$ cat config.mk
export PLATFORM = sky130hd
export DESIGN_NAME = srecord_s1_line_framer_flat
export DESIGN_NICKNAME = d
export VERILOG_FILES = /design/src/hdl/srs1f_pkg.sv /design/src/hdl/srs1f_in_if.sv /design/src/hdl/srs1f_out_if.sv /design/src/hdl/srecord_s1_line_framer.sv /design/src/hdl/srs1f_apb_regs.sv /design/src/flat_wrapper.sv
export SDC_FILE = /design/constraint.sdc
export NUM_CORES = 1
export LEC_CHECK = 0
export ABC_AREA = 1
export BUFFER_PORTS_ARGS = -buffer_cell sky130_fd_sc_hd__buf_2
export CORE_MARGIN = 3
export CORE_UTILIZATION = 60
export DETAILED_ROUTE_END_ITERATION = 6
export PLACE_DENSITY_LB_ADDON = 0.3
export SYNTH_ARGS = -nofsm -noshare
export SYNTH_HDL_FRONTEND = slang
export SYNTH_SLANG_ARGS = --single-unit
$ cat constraint.sdc
create_clock -name clk_i -period 4.4 [get_ports clk_i]
set_clock_uncertainty 0.2 [all_clocks]
set_input_delay 0.88 -clock clk_i [delete_from_list [all_inputs] [get_ports clk_i]]
set_output_delay 0.88 -clock clk_i [all_outputs]
set_load 0.05 [all_outputs]
$ cat src/hdl/srs1f_pkg.sv
// Shared types, constants and the microcode table of the S19 line framer.
package srs1f_pkg;

  // Line geometry
  localparam int LineBytes = 16;
  localparam int FillW     = $clog2(LineBytes + 1);
  localparam int IdxW      = (LineBytes > 1) ? $clog2(LineBytes) : 1;
  localparam int ItemBytes = 7;
  localparam int ItemW     = $clog2(ItemBytes + 1);
  localparam int PcW       = 5;
  localparam int PaddrW    = 3;

  // Command codes
  typedef enum logic [1:0] {
    OP_BEGIN  = 2'd0,
    OP_APPEND = 2'd1,
    OP_FLUSH  = 2'd2,
    OP_END    = 2'd3
  } op_e;

  // Register indexes
  localparam logic RegStartAddr = 1'b0;

  // ASCII characters
  localparam logic [6:0] ChS  = 7'h53;
  localparam logic [6:0] Ch0  = 7'h30;
  localparam logic [6:0] Ch1  = 7'h31;
  localparam logic [6:0] Ch3  = 7'h33;
  localparam logic [6:0] Ch9  = 7'h39;
  localparam logic [6:0] ChF  = 7'h46;
  localparam logic [6:0] ChC  = 7'h43;
  localparam logic [6:0] ChNl = 7'h0A;

  // Character source of a step
  typedef enum logic [2:0] {
    OUT_NONE,
    OUT_CONST,
    OUT_TAG,
    OUT_HI,
    OUT_LO
  } out_sel_e;

  // Byte register load of a step
  typedef enum logic [2:0] {
    LD_NONE,
    LD_CNT,
    LD_AHI,
    LD_ALO,
    LD_BUF_CSUM
  } ld_sel_e;

  // Step sequencing
  typedef enum logic [2:0] {
    JMP_NEXT,
    JMP_GOTO,
    JMP_MORE,
    JMP_DISPATCH,
    JMP_PUSH,
    JMP_RET
  } jmp_e;

  typedef struct packed {
    out_sel_e       out_sel;
    logic [6:0]     chr;
    ld_sel_e        ld_sel;
    jmp_e           jmp;
    logic [PcW-1:0] target;
    logic           last;
    logic           line_end;
  } ctrl_t;

  // Step addresses
  localparam logic [PcW-1:0] PC_IDLE  = 5'd0;
  localparam logic [PcW-1:0] PC_PUSH  = 5'd1;
  localparam logic [PcW-1:0] PC_TEXT  = 5'd2;
  localparam logic [PcW-1:0] PC_LINE  = 5'd13;
  localparam logic [PcW-1:0] PC_DHI   = 5'd21;
  localparam logic [PcW-1:0] PC_LEND  = 5'd25;

  function automatic logic [6:0] hex_char(input logic [3:0] v);
    logic [6:0] c;
    if (v < 4'd10) begin
      c = 7'h30 + {3'b000, v};
    end else begin
      c = 7'h37 + {3'b000, v};
    end
    return c;
  endfunction

  function automatic ctrl_t mk_cw(input out_sel_e o, input logic [6:0] c, input ld_sel_e l,
                                  input jmp_e j, input logic [PcW-1:0] t,
                                  input logic lst, input logic le);
    ctrl_t w;
    w.out_sel  = o;
    w.chr      = c;
    w.ld_sel   = l;
    w.jmp      = j;
    w.target   = t;
    w.last     = lst;
    w.line_end = le;
    return w;
  endfunction

  // Microcode table: one control word per step
  function automatic ctrl_t srs1f_rom(input logic [PcW-1:0] pc);
    ctrl_t w;
    w = mk_cw(OUT_NONE, 7'h00, LD_NONE, JMP_DISPATCH, PC_IDLE, 1'b0, 1'b0);
    case (pc)
      5'd0:  w = mk_cw(OUT_NONE,  7'h00, LD_NONE, JMP_DISPATCH, PC_IDLE, 1'b0, 1'b0);
      5'd1:  w = mk_cw(OUT_NONE,  7'h00, LD_NONE, JMP_PUSH,     PC_IDLE, 1'b0, 1'b0);
      // header and trailer text: S, tag, 030000FC, newline
      5'd2:  w = mk_cw(OUT_CONST, ChS,   LD_NONE, JMP_NEXT,     PC_IDLE, 1'b0, 1'b0);
      5'd3:  w = mk_cw(OUT_TAG,   7'h00, LD_NONE, JMP_NEXT,     PC_IDLE, 1'b0, 1'b0);
      5'd4:  w = mk_cw(OUT_CONST, Ch0,   LD_NONE, JMP_NEXT,     PC_IDLE, 1'b0, 1'b0);
      5'd5:  w = mk_cw(OUT_CONST, Ch3,   LD_NONE, JMP_NEXT,     PC_IDLE, 1'b0, 1'b0);
      5'd6:  w = mk_cw(OUT_CONST, Ch0,   LD_NONE, JMP_NEXT,     PC_IDLE, 1'b0, 1'b0);
      5'd7:  w = mk_cw(OUT_CONST, Ch0,   LD_NONE, JMP_NEXT,     PC_IDLE, 1'b0, 1'b0);
      5'd8:  w = mk_cw(OUT_CONST, Ch0,   LD_NONE, JMP_NEXT,     PC_IDLE, 1'b0, 1'b0);
      5'd9:  w = mk_cw(OUT_CONST, Ch0,   LD_NONE, JMP_NEXT,     PC_IDLE, 1'b0, 1'b0);
      5'd10: w = mk_cw(OUT_CONST, ChF,   LD_NONE, JMP_NEXT,     PC_IDLE, 1'b0, 1'b0);
      5'd11: w = mk_cw(OUT_CONST, ChC,   LD_NONE, JMP_NEXT,     PC_IDLE, 1'b0, 1'b0);
      5'd12: w = mk_cw(OUT_CONST, ChNl,  LD_NONE, JMP_GOTO,     PC_IDLE, 1'b1, 1'b0);
      // S1 data line
      5'd13: w = mk_cw(OUT_CONST, ChS,   LD_CNT,  JMP_NEXT,     PC_IDLE, 1'b0, 1'b0);
      5'd14: w = mk_cw(OUT_CONST, Ch1,   LD_NONE, JMP_NEXT,     PC_IDLE, 1'b0, 1'b0);
      5'd15: w = mk_cw(OUT_HI,    7'h00, LD_NONE, JMP_NEXT,     PC_IDLE, 1'b0, 1'b0);
      5'd16: w = mk_cw(OUT_LO,    7'h00, LD_AHI,  JMP_NEXT,     PC_IDLE, 1'b0, 1'b0);
      5'd17: w = mk_cw(OUT_HI,    7'h00, LD_NONE, JMP_NEXT,     PC_IDLE, 1'b0, 1'b0);
      5'd18: w = mk_cw(OUT_LO,    7'h00, LD_ALO,  JMP_NEXT,     PC_IDLE, 1'b0, 1'b0);
      5'd19: w = mk_cw(OUT_HI,    7'h00, LD_NONE, JMP_NEXT,     PC_IDLE, 1'b0, 1'b0);
      5'd20: w = mk_cw(OUT_LO,    7'h00, LD_BUF_CSUM, JMP_NEXT, PC_IDLE, 1'b0, 1'b0);
      5'd21: w = mk_cw(OUT_HI,    7'h00, LD_NONE, JMP_NEXT,     PC_IDLE, 1'b0, 1'b0);
      5'd22: w = mk_cw(OUT_LO,    7'h00, LD_BUF_CSUM, JMP_MORE, PC_DHI,  1'b0, 1'b0);
      5'd23: w = mk_cw(OUT_HI,    7'h00, LD_NONE, JMP_NEXT,     PC_IDLE, 1'b0, 1'b0);
      5'd24: w = mk_cw(OUT_LO,    7'h00, LD_NONE, JMP_NEXT,     PC_IDLE, 1'b0, 1'b0);
      5'd25: w = mk_cw(OUT_CONST, ChNl,  LD_NONE, JMP_RET,      PC_IDLE, 1'b1, 1'b1);
      default: w = mk_cw(OUT_NONE, 7'h00, LD_NONE, JMP_GOTO,    PC_IDLE, 1'b0, 1'b0);
    endcase
    return w;
  endfunction

endpackage

$ cat src/hdl/srs1f_in_if.sv
// Command channel carrying one framer command and its instruction bytes.
interface srs1f_in_if;
  logic       valid;
  logic       ready;
  logic [1:0] opcode;
  logic [1:0] opcode_count;
  logic [7:0] opcode_byte1;
  logic [7:0] opcode_byte2;
  logic [2:0] data_count;
  logic [7:0] data_byte1;
  logic [7:0] data_byte2;
  logic [7:0] data_byte3;
  logic [7:0] data_byte4;
  logic [7:0] data_byte5;

  modport source (
    output valid, opcode, opcode_count, opcode_byte1, opcode_byte2, data_count,
           data_byte1, data_byte2, data_byte3, data_byte4, data_byte5,
    input  ready
  );

  modport sink (
    input  valid, opcode, opcode_count, opcode_byte1, opcode_byte2, data_count,
           data_byte1, data_byte2, data_byte3, data_byte4, data_byte5,
    output ready
  );
endinterface

$ cat src/hdl/srs1f_out_if.sv
// Text channel carrying one record character per transfer.
interface srs1f_out_if;
  logic       valid;
  logic       ready;
  logic [6:0] text_char;
  logic       last;

  modport source (
    output valid, text_char, last,
    input  ready
  );

  modport sink (
    input  valid, text_char, last,
    output ready
  );
endinterface

$ cat src/hdl/srecord_s1_line_framer.sv
// A begin, an end, or a flush with buffered bytes leaves the idle step for its first text step,
// whose character is then registered; a spilling append first pushes bytes until the line is full.
// One character per step while emitting, unless the text channel holds off the transfer.
// A command is taken only when the sequencer sits at its idle step.
// Reset (async, active low) empties the line buffer, zeroes the address and start register.
module srecord_s1_line_framer (
  input  logic                         clk_i,
  input  logic                         rst_ni,
  srs1f_in_if.sink                     in_i,
  srs1f_out_if.source                  out_o,
  input  logic                         psel,
  input  logic                         penable,
  input  logic                         pwrite,
  input  logic [srs1f_pkg::PaddrW-1:0] paddr,
  input  logic [31:0]                  pwdata,
  output logic [31:0]                  prdata,
  output logic                         pready
);
  import srs1f_pkg::*;

  logic [15:0]      start_addr;
  logic [PcW-1:0]   pc_q, pc_d;
  ctrl_t            cw;
  logic [1:0]       op_q;
  logic [7:0]       ib_q [ItemBytes];
  logic [ItemW-1:0] total_q;
  logic [ItemW-1:0] pi_q;
  logic [7:0]       buf_q [LineBytes];
  logic [FillW-1:0] fill_q;
  logic [FillW-1:0] rd_idx_q;
  logic [15:0]      load_q;
  logic [7:0]       byt_q;
  logic [7:0]       sum_q;
  logic             ovalid_q;
  logic [6:0]       char_q;
  logic             last_q;
  logic             emits, go, more, full, push_done, accept, do_push;
  logic [1:0]       oc_sat;
  logic [2:0]       dc_sat;
  logic [6:0]       char_d;
  logic [7:0]       ib_d [ItemBytes];
  logic [7:0]       db [5];

  srs1f_apb_regs u_regs (
    .clk_i        (clk_i),
    .rst_ni       (rst_ni),
    .psel         (psel),
    .penable      (penable),
    .pwrite       (pwrite),
    .paddr        (paddr),
    .pwdata       (pwdata),
    .prdata       (prdata),
    .pready       (pready),
    .start_addr_o (start_addr)
  );

  // Fetch the control word of the current step
  assign cw        = srs1f_rom(pc_q);
  assign emits     = (cw.out_sel != OUT_NONE);
  assign go        = !emits || !ovalid_q || out_o.ready;
  assign more      = (rd_idx_q != fill_q);
  assign full      = (fill_q == FillW'(LineBytes));
  assign push_done = (pi_q == total_q);
  assign accept    = in_i.valid && (pc_q == PC_IDLE);
  assign do_push   = go && (cw.jmp == JMP_PUSH) && !push_done && !full;
  assign in_i.ready = (pc_q == PC_IDLE);

  // Saturate counts and pack the instruction bytes in push order
  assign oc_sat = (in_i.opcode_count > 2'd2) ? 2'd2 : in_i.opcode_count;
  assign dc_sat = (in_i.data_count > 3'd5) ? 3'd5 : in_i.data_count;
  assign db[0] = in_i.data_byte1;
  assign db[1] = in_i.data_byte2;
  assign db[2] = in_i.data_byte3;
  assign db[3] = in_i.data_byte4;
  assign db[4] = in_i.data_byte5;

  always_comb begin
    for (int k = 0; k < ItemBytes; k++) begin
      if (k == 0 && oc_sat != 2'd0) begin
        ib_d[k] = in_i.opcode_byte1;
      end else if (k == 1 && oc_sat == 2'd2) begin
        ib_d[k] = in_i.opcode_byte2;
      end else if ((k - int'(oc_sat)) >= 0 && (k - int'(oc_sat)) < 5) begin
        ib_d[k] = db[3'(k - int'(oc_sat))];
      end else begin
        ib_d[k] = 8'h00;
      end
    end
  end

  // Select the next step
  always_comb begin
    pc_d = pc_q;
    unique case (cw.jmp)
      JMP_NEXT: pc_d = pc_q + 1'b1;
      JMP_GOTO: pc_d = cw.target;
      JMP_MORE: pc_d = more ? cw.target : pc_q + 1'b1;
      JMP_DISPATCH: begin
        if (accept) begin
          unique case (in_i.opcode)
            OP_BEGIN, OP_END: pc_d = PC_TEXT;
            OP_APPEND:        pc_d = PC_PUSH;
            OP_FLUSH:         pc_d = (fill_q != '0) ? PC_LINE : PC_IDLE;
            default:          pc_d = PC_IDLE;
          endcase
        end
      end
      JMP_PUSH: begin
        if (push_done) begin
          pc_d = PC_IDLE;
        end else if (full) begin
          pc_d = PC_LINE;
        end
      end
      JMP_RET: pc_d = (op_q == OP_APPEND) ? PC_PUSH : PC_IDLE;
      default: pc_d = PC_IDLE;
    endcase
  end

  // Pick the emitted character
  always_comb begin
    case (cw.out_sel)
      OUT_CONST: char_d = cw.chr;
      OUT_TAG:   char_d = (op_q == OP_BEGIN) ? Ch0 : Ch9;
      OUT_HI:    char_d = hex_char(byt_q[7:4]);
      OUT_LO:    char_d = hex_char(byt_q[3:0]);
      default:   char_d = 7'h00;
    endcase
  end

  // Advance the step counter
  always_ff @(posedge clk_i or negedge rst_ni) begin
    if (!rst_ni) begin
      pc_q <= PC_IDLE;
    end else if (go) begin
      pc_q <= pc_d;
    end
  end

  // Latch a command
  always_ff @(posedge clk_i or negedge rst_ni) begin
    if (!rst_ni) begin
      op_q    <= OP_BEGIN;
      total_q <= '0;
    end else if (accept) begin
      op_q    <= in_i.opcode;
      total_q <= ItemW'(oc_sat) + ItemW'(dc_sat);
    end
  end

  always_ff @(posedge clk_i) begin
    if (accept) begin
      for (int k = 0; k < ItemBytes; k++) begin
        ib_q[k] <= ib_d[k];
      end
    end
  end

  // Track the push index, fill count and record address
  always_ff @(posedge clk_i or negedge rst_ni) begin
    if (!rst_ni) begin
      pi_q   <= '0;
      fill_q <= '0;
      load_q <= '0;
    end else if (accept) begin
      pi_q <= '0;
      if (in_i.opcode == OP_BEGIN) begin
        fill_q <= '0;
        load_q <= start_addr;
      end
    end else if (do_push) begin
      pi_q   <= pi_q + 1'b1;
      fill_q <= fill_q + 1'b1;
    end else if (go && cw.line_end) begin
      fill_q <= '0;
      load_q <= load_q + 16'(fill_q);
    end
  end

  // Store a pushed byte into the line buffer
  always_ff @(posedge clk_i) begin
    if (do_push) begin
      buf_q[fill_q[IdxW-1:0]] <= ib_q[pi_q];
    end
  end

  // Load the byte register and accumulate the checksum
  always_ff @(posedge clk_i or negedge rst_ni) begin
    if (!rst_ni) begin
      rd_idx_q <= '0;
    end else if (go && cw.ld_sel == LD_CNT) begin
      rd_idx_q <= '0;
    end else if (go && cw.ld_sel == LD_BUF_CSUM && more) begin
      rd_idx_q <= rd_idx_q + 1'b1;
    end
  end

  always_ff @(posedge clk_i) begin
    if (go) begin
      case (cw.ld_sel)
        LD_CNT: begin
          byt_q <= 8'(fill_q) + 8'd3;
          sum_q <= 8'(fill_q) + 8'd3;
        end
        LD_AHI: begin
          byt_q <= load_q[15:8];
          sum_q <= sum_q + load_q[15:8];
        end
        LD_ALO: begin
          byt_q <= load_q[7:0];
          sum_q <= sum_q + load_q[7:0];
        end
        LD_BUF_CSUM: begin
          if (more) begin
            byt_q <= buf_q[rd_idx_q[IdxW-1:0]];
            sum_q <= sum_q + buf_q[rd_idx_q[IdxW-1:0]];
          end else begin
            byt_q <= ~sum_q;
          end
        end
        default: ;
      endcase
    end
  end

  // Hold the character until the downstream transfer
  always_ff @(posedge clk_i or negedge rst_ni) begin
    if (!rst_ni) begin
      ovalid_q <= 1'b0;
    end else if (go && emits) begin
      ovalid_q <= 1'b1;
    end else if (out_o.ready) begin
      ovalid_q <= 1'b0;
    end
  end

  always_ff @(posedge clk_i) begin
    if (go && emits) begin
      char_q <= char_d;
      last_q <= cw.last;
    end
  end

  assign out_o.valid     = ovalid_q;
  assign out_o.text_char = char_q;
  assign out_o.last      = last_q;

  // Checks on the sequencer
  a_fill_bound: assert property (@(posedge clk_i) disable iff (!rst_ni)
    fill_q <= FillW'(LineBytes))
    else $error("fill count beyond line size");

  // The read index is only meaningful once a line has restarted it
  a_rd_bound: assert property (@(posedge clk_i) disable iff (!rst_ni)
    (pc_q > PC_LINE) |-> (rd_idx_q <= fill_q))
    else $error("line read index passed fill count");

  a_line_nonempty: assert property (@(posedge clk_i) disable iff (!rst_ni)
    (pc_q == PC_LEND) |-> (fill_q != '0))
    else $error("empty S1 line closed");

  a_accept_after_last: assert property (@(posedge clk_i) disable iff (!rst_ni)
    (accept && ovalid_q) |-> last_q)
    else $error("command taken while a record is still being emitted");
endmodule

$ cat src/hdl/srs1f_apb_regs.sv
// APB register file holding the start address of the first S1 record.
module srs1f_apb_regs (
  input  logic                        clk_i,
  input  logic                        rst_ni,
  input  logic                        psel,
  input  logic                        penable,
  input  logic                        pwrite,
  input  logic [srs1f_pkg::PaddrW-1:0] paddr,
  input  logic [31:0]                 pwdata,
  output logic [31:0]                 prdata,
  output logic                        pready,
  output logic [15:0]                 start_addr_o
);
  import srs1f_pkg::*;

  logic [15:0] start_q;
  logic        sel_start;

  // Decode the register index from the word address
  assign sel_start = (paddr[PaddrW-1] == RegStartAddr);

  // Write on the access phase
  always_ff @(posedge clk_i or negedge rst_ni) begin
    if (!rst_ni) begin
      start_q <= '0;
    end else if (psel && penable && pwrite && sel_start) begin
      start_q <= pwdata[15:0];
    end
  end

  // Read back
  assign prdata       = sel_start ? {16'h0000, start_q} : 32'h0000_0000;
  assign pready       = 1'b1;
  assign start_addr_o = start_q;
endmodule

$ cat src/flat_wrapper.sv
// flat-port wrapper written by rule: the top's interface ports become plain ports
module srecord_s1_line_framer_flat import srs1f_pkg::*;
  (clk_i, rst_ni, psel, penable, pwrite, paddr, pwdata, prdata, pready, in_i_valid, in_i_opcode, in_i_opcode_count, in_i_opcode_byte1, in_i_opcode_byte2, in_i_data_count, in_i_data_byte1, in_i_data_byte2, in_i_data_byte3, in_i_data_byte4, in_i_data_byte5, in_i_ready, out_o_valid, out_o_text_char, out_o_last, out_o_ready);
  srs1f_in_if in_i_i ();
  srs1f_out_if out_o_i ();
  input  logic clk_i;
  input  logic rst_ni;
  input  logic psel;
  input  logic penable;
  input  logic pwrite;
  input  logic [srs1f_pkg::PaddrW-1:0] paddr;
  input  logic [31:0] pwdata;
  output logic [31:0] prdata;
  output logic pready;
  input wire logic [$bits(in_i_i.valid)-1:0] in_i_valid;
  input wire logic [$bits(in_i_i.opcode)-1:0] in_i_opcode;
  input wire logic [$bits(in_i_i.opcode_count)-1:0] in_i_opcode_count;
  input wire logic [$bits(in_i_i.opcode_byte1)-1:0] in_i_opcode_byte1;
  input wire logic [$bits(in_i_i.opcode_byte2)-1:0] in_i_opcode_byte2;
  input wire logic [$bits(in_i_i.data_count)-1:0] in_i_data_count;
  input wire logic [$bits(in_i_i.data_byte1)-1:0] in_i_data_byte1;
  input wire logic [$bits(in_i_i.data_byte2)-1:0] in_i_data_byte2;
  input wire logic [$bits(in_i_i.data_byte3)-1:0] in_i_data_byte3;
  input wire logic [$bits(in_i_i.data_byte4)-1:0] in_i_data_byte4;
  input wire logic [$bits(in_i_i.data_byte5)-1:0] in_i_data_byte5;
  output wire logic [$bits(in_i_i.ready)-1:0] in_i_ready;
  output wire logic [$bits(out_o_i.valid)-1:0] out_o_valid;
  output wire logic [$bits(out_o_i.text_char)-1:0] out_o_text_char;
  output wire logic [$bits(out_o_i.last)-1:0] out_o_last;
  input wire logic [$bits(out_o_i.ready)-1:0] out_o_ready;
  assign in_i_i.valid = in_i_valid;
  assign in_i_i.opcode = in_i_opcode;
  assign in_i_i.opcode_count = in_i_opcode_count;
  assign in_i_i.opcode_byte1 = in_i_opcode_byte1;
  assign in_i_i.opcode_byte2 = in_i_opcode_byte2;
  assign in_i_i.data_count = in_i_data_count;
  assign in_i_i.data_byte1 = in_i_data_byte1;
  assign in_i_i.data_byte2 = in_i_data_byte2;
  assign in_i_i.data_byte3 = in_i_data_byte3;
  assign in_i_i.data_byte4 = in_i_data_byte4;
  assign in_i_i.data_byte5 = in_i_data_byte5;
  assign in_i_ready = in_i_i.ready;
  assign out_o_valid = out_o_i.valid;
  assign out_o_text_char = out_o_i.text_char;
  assign out_o_last = out_o_i.last;
  assign out_o_i.ready = out_o_ready;
  srecord_s1_line_framer u_core (.clk_i(clk_i), .rst_ni(rst_ni), .in_i(in_i_i), .out_o(out_o_i), .psel(psel), .penable(penable), .pwrite(pwrite), .paddr(paddr), .pwdata(pwdata), .prdata(prdata), .pready(pready));
endmodule
==> metrics.md, run 1 <==
| Metric | Value |
|---|---|
| TritonRoute pass-1 iters | 7 |
| Gpl congestion | 0.927 |
| Routed wire length | 33100 um |
| RSZ-0062 raised after global routing | no |
| Via-per-instance ratio | 5.74 |
| Startpoint Class | flop |
| Drt drc | 2 |
| Clock Latency Late Sink | 560 ps |
| Critical path's slowest cell | nor2_1 |
| Maxcap violations | 0 |
| Pwr dens | 570 nW/um2 |
| Filler cell count | 1736 |
| H-tree Lvls | 1 |
| Failing checks | DRC |
| Cell leakage power | 6.83 nW |
| Pin count of the biggest net entering global routing | 66 |
| Yosys cell types | 46 |
| Post-Syn Instances | 1564 |
| CTS Buffer Depth | 3 |
| Most common cell on crit path | nand2_1 |
| Core Util, Final | 68.6% |
| CTS root buffer | clkbuf_16 |
| Die ar. | 25100 um2 |
| CTS sink cnt | 264 |
| Critical path type | flop to flop |
| Share of cells above drive strength 1 | 12.6% |
| Initial antenna violation count | 0 |
| Sw power | 0.00345 W |
| Worst VDD drop | 0.320 mV |
| Final Setup Violations | 0 |
| Gr ovfl total | 0 |
| Die H | 158 um |
| Synth Cell Area | 13900 um2 |
| Starting Density | 61.4% |
| Post-synthesis compound-gate area fraction | 11.3% |
| Post-Synth Simple-Gate Area | 22.2% |
| Post-DP HPWL | 22200 um |
| Slew margin rel. | 25.7% |
| Hold buffers post-CTS | 0 |
| Worst-path clk slew | 70 ps |
| Hold Fails Final Rpt | 0 |
| Most common cell after layout, fill and taps aside | nand2_1 |
| Area grow syn2layout | 11.7% |
| Rows | 55 |
| Vias in the first global route | 10500 |
| Slowest stage delay, CP | 670 ps |
| Post-route antenna net violation count | 0 |
| Antenna Diode Count | 0 |
| Clk pwr share | 25.1% |
| Pint | 0.00543 W |
| Postcts setup bufs | 0 |
| Sequential area share after synthesis | 54.9% |
| Setup crit end kind | flop |
| Final #Nets | 1803 |
| Port Buffers | 112 |
| Io pins | 148 |
| DR WL/cell | 16.8 um |
| Resized cells post-CTS | 0 |
| Worst Hold Class | input port to async pin |
| First-pass GRT wire length | 52600 um |
| Post-Syn Area per Cell | 8.91 um2 |
| Main combinational cell family by area after synthesis | simple AND/OR/NAND/NOR gates |
| Synth Warn # | 0 |
| Fmax | 262 MHz |
| Status | finished with violations |
| CP required | 4390 ps |
| Period minus WS final | 3810 ps |
| Most frequent cells in the layout | nand2_1 (418), edfxtp_1 (208), nor2_1 (143) |
| 1st-iter DRT viols | 1073 |
| Overall Global Routing Usage | 26.1% |
| Area share of fa/ha/maj cells after synthesis | 3.30% |
| Xor and xnor area share after synthesis | 1.38% |
| Fin crit share | 86.6% |
| CP bufs+invs | 3 |
| Top delay family on crit path | simple AND/OR/NAND/NOR gates |
| Chip Width | 158 um |
| Via count | 11300 |
| Critical Path AT | 3800 ps |
| CP max FO | 11 |
| Num CTS Buffers | 28 |
| Yosys reg bits | 264 |
| CTS tree | yes |
| Sequential share of power | 40.4% |
| Core Area | 22700 um2 |
| Mux cell area share after synthesis | 0% |
| Setup tns final | 0 ps |
| Comb pwr share | 34.6% |
| Slew Viols, Final | 0 |
| Sw Share | 38.8% |
| CP Cell Sequence | inv_2 -> ha_1 -> nand2_1 -> nor2_1 -> inv_1 -> nand2_1 -> nor2_2 -> nand2_1 -> nor2_4 -> nand2_1 -> inv_2 -> nand2_1 -> nor2_1 |
| Worst Tran Pin Value | 1110 ps |
-- cells in the mapped netlist, drive strengths merged --
cell	count	share of area [%]
a21oi	78	2.8
xor2	17	1.1
o21ai	134	4.8
inv	137	3.7
xnor2	5	0.31
fa	3	0.43
edfxtp	208	45
clkbuf	38	1.0
nor2	147	4.1
o21bai	1	0.054
buf	47	2.1
clkinv	2	0.054
nor3b	3	0.16
a21o	1	0.054
dfrtp	56	10
or2	6	0.27
a31oi	3	0.13
o31ai	2	0.11
nand4	9	0.40
nand2	426	12
ha	32	2.9
nor3	9	0.44
o2111ai	1	0.063
o221ai	17	1.1
o211ai	8	0.43
o22ai	15	0.67
nand3b	2	0.11
nand3	133	4.9
conb	2	0.054
nor4	2	0.090
a22oi	16	0.86
o21a	4	0.22
-- state kept, by name (all words and copies together), names as in the netlist --
register	count
u_core.buf_q	128
u_core.byt_q	8
u_core.fill_q	5
u_core.ib_q	56
u_core.load_q	16
u_core.op_q	2
u_core.out_o.last	1
u_core.out_o.text_char	7
u_core.out_o.valid	1
u_core.pc_q	5
u_core.pi_q	3
u_core.rd_idx_q	5
u_core.sum_q	8
u_core.total_q	3
u_core.u_regs.start_addr_o	16
-- cell families after synthesis --
group / count (synthesis)
other: 2
AND/OR/NAND/NOR: 737
adder cells (fa/ha/maj): 35
flip-flops: 264
AO/OA/AOI/OAI: 280
XOR/XNOR: 22
buffers and inverters: 224
-- metal layers --
metal | up-vias | wire (um) | global-route usage (%)
li1 | 5467 | - | -
met1 | 5199 | 14100 | 37.4
met2 | 559 | 15200 | 41.2
met3 | 75 | 2820 | 4.02
met4 | 0 | 988 | 8.93
met5 | - | 0 | 0
-- layout make-up --
class / instances / area (um2) / area share (%)
tap: 285 / 357 / 2.29
clock buffer: 33 / 751 / 4.82
multi-input combinational: 1091 / 5390 / 34.6
sequential: 264 / 7650 / 49.1
timing repair buffer: 139 / 776 / 4.98
inverter: 139 / 524 / 3.37
clock inverter: 18 / 124 / 0.796
-- power by group through the flow --
stage	sequential, W	combinational (W)	clock [W]
2_1_floorplan	0.00367	0.00211	0
3_3_place_gp	0.00361	0.00296	0
3_5_place_dp	0.00363	0.00304	0
4_1_cts	0.00358	0.00305	0.00225
5_1_grt	0.00363	0.00344	0.00234
6_report	0.00358	0.00307	0.00222
-- final timing paths --
check | startpoint | to | slack (ps) | cells past startpoint
setup / recovery | u_core.pc_q[0]$_DFFE_PN0P_ | u_core.buf_q[1][3]$_DFFE_PP_ | 590 | 13
hold / removal | rst_ni | u_core.out_o.valid$_DFFE_PN0P_ | 270 | 1
setup reg to reg | u_core.pc_q[0]$_DFFE_PN0P_ | u_core.buf_q[1][3]$_DFFE_PP_ | 590 | 13
hold reg to reg | u_core.load_q[12]$_DFFE_PN0P_ | u_core.load_q[12]$_DFFE_PN0P_ | 310 | 2
max in group asynchronous | rst_ni | u_core.load_q[10]$_DFFE_PN0P_ | 3020 | 2
min in group clk_i | u_core.load_q[12]$_DFFE_PN0P_ | u_core.load_q[12]$_DFFE_PN0P_ | 310 | 2
-- through the flow --
stage               hold WS (ps)  power (W)  worst slack (ps)  area, um2  instances
detailed placement           293    0.00667               694      14700       1918
global route                 330    0.00941               365      15600       1969
floorplan                    268    0.00578              1400      14000       1579
global placement             293    0.00657               795      14700       1918
CTS                          281    0.00888               659      15600       1969
finish                       274    0.00888               589      15600       1969
Note: power is estimated with default switching activity, not from simulation.
==> inputs of run 2 (changes only) <==
Settings changed: BUFFER_PORTS_ARGS -buffer_cell sky130_fd_sc_hd__buf_2 to -buffer_cell sky130_fd_sc_hd__buf_4.
==> metrics.md, run 2 (synthesis gave the netlist of run 1 again) <==
| Metric | Value |
|---|---|
| Post-route antenna net violation count | 0 (unchanged) |
| Most common cell after layout, fill and taps aside | nand2_1 (unchanged) |
| Postcts setup bufs | 0 (unchanged) |
| Gpl congestion | 0.946 (was 0.927) |
| Setup crit end kind | flop (unchanged) |
| Io pins | 148 (unchanged) |
| Worst reg2reg path startpoint | u_core.pc_q[0]$_DFFE_PN0P_ (unchanged) |
| Overall Global Routing Usage | 26.4% (was 26.1%) |
| Share of cells above drive strength 1 | 12.4% (was 12.6%) |
| Core Util, Final | 69.7% (was 68.6%) |
| Cell leakage power | 6.91 nW (was 6.83 nW) |
| Clock Latency Late Sink | 540 ps (was 560 ps) |
| CTS Buffer Depth | 3 (unchanged) |
| Maxcap violations | 0 (unchanged) |
| Fin crit share | 85.2% (was 86.6%) |
| Post-DP HPWL | 22400 um (was 22200 um) |
| Critical Path AT | 3720 ps (was 3800 ps) |
| Total power | 0.00895 W (was 0.00888 W) |
| CTS root buffer | clkbuf_16 (unchanged) |
| Drt drc | 0 (was 2) |
| 1st-iter DRT viols | 1097 (was 1073) |
| H-tree Lvls | 1 (unchanged) |
| First-pass GRT wire length | 53100 um (was 52600 um) |
| Setup tns final | 0 ps (unchanged) |
| Worst-path clk slew | 60 ps (was 70 ps) |
| Most frequent cells in the layout | nand2_1 (418), edfxtp_1 (208), nor2_1 (143) (unchanged) |
| Hold Fails Final Rpt | 0 (unchanged) |
| Core Area | 22700 um2 (unchanged) |
| Die H | 158 um (unchanged) |
| Port Buffers | 112 (unchanged) |
| Final Setup Violations | 0 (unchanged) |
| Pwr dens | 565 nW/um2 (was 570 nW/um2) |
| Initial antenna violation count | 0 (unchanged) |
| Critical path type | flop to flop (unchanged) |
| RSZ-0062 raised after global routing | no (unchanged) |
| Hold buffers post-CTS | 0 (unchanged) |
| Final #Nets | 1801 (was 1803) |
| Pin count of the biggest net entering global routing | 65 (was 66) |
| Fmax | 267 MHz (was 262 MHz) |
| Worst r2r path cells | 13 (unchanged) |
| Num CTS Buffers | 27 (was 28) |
| Area grow syn2layout | 13.5% (was 11.7%) |
| CTS sink cnt | 264 (unchanged) |
| CTS tree | yes (unchanged) |
| Via-per-instance ratio | 5.78 (was 5.74) |
| Rows | 55 (unchanged) |
| Design Area, Final | 15800 um2 (was 15600 um2) |
| Worst Tran Pin Value | 1120 ps (was 1110 ps) |
| Worst VDD drop | 0.332 mV (was 0.320 mV) |
| CP required | 4370 ps (was 4390 ps) |
| Antenna Diode Count | 0 (unchanged) |
| Flop2flop setup slack | 650 ps (was 590 ps) |
| Period minus WS final | 3750 ps (was 3810 ps) |
| Starting Density | 61.4% (unchanged) |
| DR WL/cell | 17.0 um (was 16.8 um) |
| Vias in the first global route | 10800 (was 10500) |
| Routed wire length | 33400 um (was 33100 um) |
| Via count | 11400 (was 11300) |
| Gr ovfl total | 0 (unchanged) |
| Slew Viols, Final | 0 (unchanged) |
| Worst Hold Class | input port to async pin (unchanged) |
| CP max FO | 11 (unchanged) |
| Reg-to-reg endpoint | u_core.buf_q[6][7]$_DFFE_PP_ (was u_core.buf_q[1][3]$_DFFE_PP_) |
| Area after DPL | 15000 um2 (was 14700 um2) |
| Chip Width | 158 um (unchanged) |
| Status | finished clean (was finished with violations) |
| Slew margin rel. | 25.1% (was 25.7%) |
| TritonRoute pass-1 iters | 5 (was 7) |
| Max FFs per register | 128 (unchanged) |
| Die ar. | 25100 um2 (unchanged) |
| Startpoint Class | flop (unchanged) |
| Resized cells post-CTS | 0 (unchanged) |
[run 2: changes by cell type in the layout (fill, tap and decap cells not counted), moves of 2 or more]
cell	before	now
clkinv_1	9	4
buf_4	26	136
buf_2	112	0
clkinv_4	2	0
clkbuf_1	3	8
[run 2: layout make-up]
class / count / area, um2
sequential: 264 / 7650
fill: 1744 / 6880
multi-input combinational: 1091 / 5390
timing repair buffer: 138 / 1060
clock buffer: 38 / 758
inverter: 139 / 524
tap: 285 / 357
clock inverter: 10 / 92.6
[run 2: power by group]
part	internal (W)	switching, W
combinational	0.000954	0.00221
clock	0.00126	0.000932
sequential	0.00332	0.000271
[run 2: worst max path at each step]
| stage | cells past startpoint | slack, ps | to | from |
|---|---|---|---|---|
| floorplan | 3 | 1400 | prdata[10] | paddr[2] |
| global placement | 13 | 840 | u_core.buf_q[1][5]$_DFFE_PP_ | u_core.pc_q[0]$_DFFE_PN0P_ |
| detailed placement | 13 | 750 | u_core.buf_q[6][3]$_DFFE_PP_ | u_core.pc_q[0]$_DFFE_PN0P_ |
| CTS | 13 | 720 | u_core.buf_q[6][2]$_DFFE_PP_ | u_core.pc_q[0]$_DFFE_PN0P_ |
| global route | 13 | 420 | u_core.buf_q[6][0]$_DFFE_PP_ | u_core.pc_q[0]$_DFFE_PN0P_ |
| finish | 13 | 650 | u_core.buf_q[6][7]$_DFFE_PP_ | u_core.pc_q[0]$_DFFE_PN0P_ |
[run 2: per-stage QoR]
stage                     instances  hold WS [ps]  setup WS (ps)
after floorplan                1579           268           1400
after global placement         1917           294            838
after detailed placement       1917           291            751
after CTS                      1965           219            721
after global routing           1965           246            415
final                          1965           183            649
[run 2: per-layer routing]
layer	up-vias	global-route usage (%)	wire (um)
met1	5281	37.1	14000
met5	-	0	0
met3	99	3.42	2730
met2	515	42.9	15600
met4	0	9.18	1040
li1	5465	-	-
[run 2: critical path, cell delays in order (launching register included)]
cell and delay (ps):
dfrtp_1 530, inv_2 130, ha_1 260, nand2_1 110
nor2_1 80, inv_1 90, nand2_1 90, nor2_2 180
nand2_1 130, nor2_4 170, nand2_1 270, inv_2 290
nand2_2 150, nor2_1 680
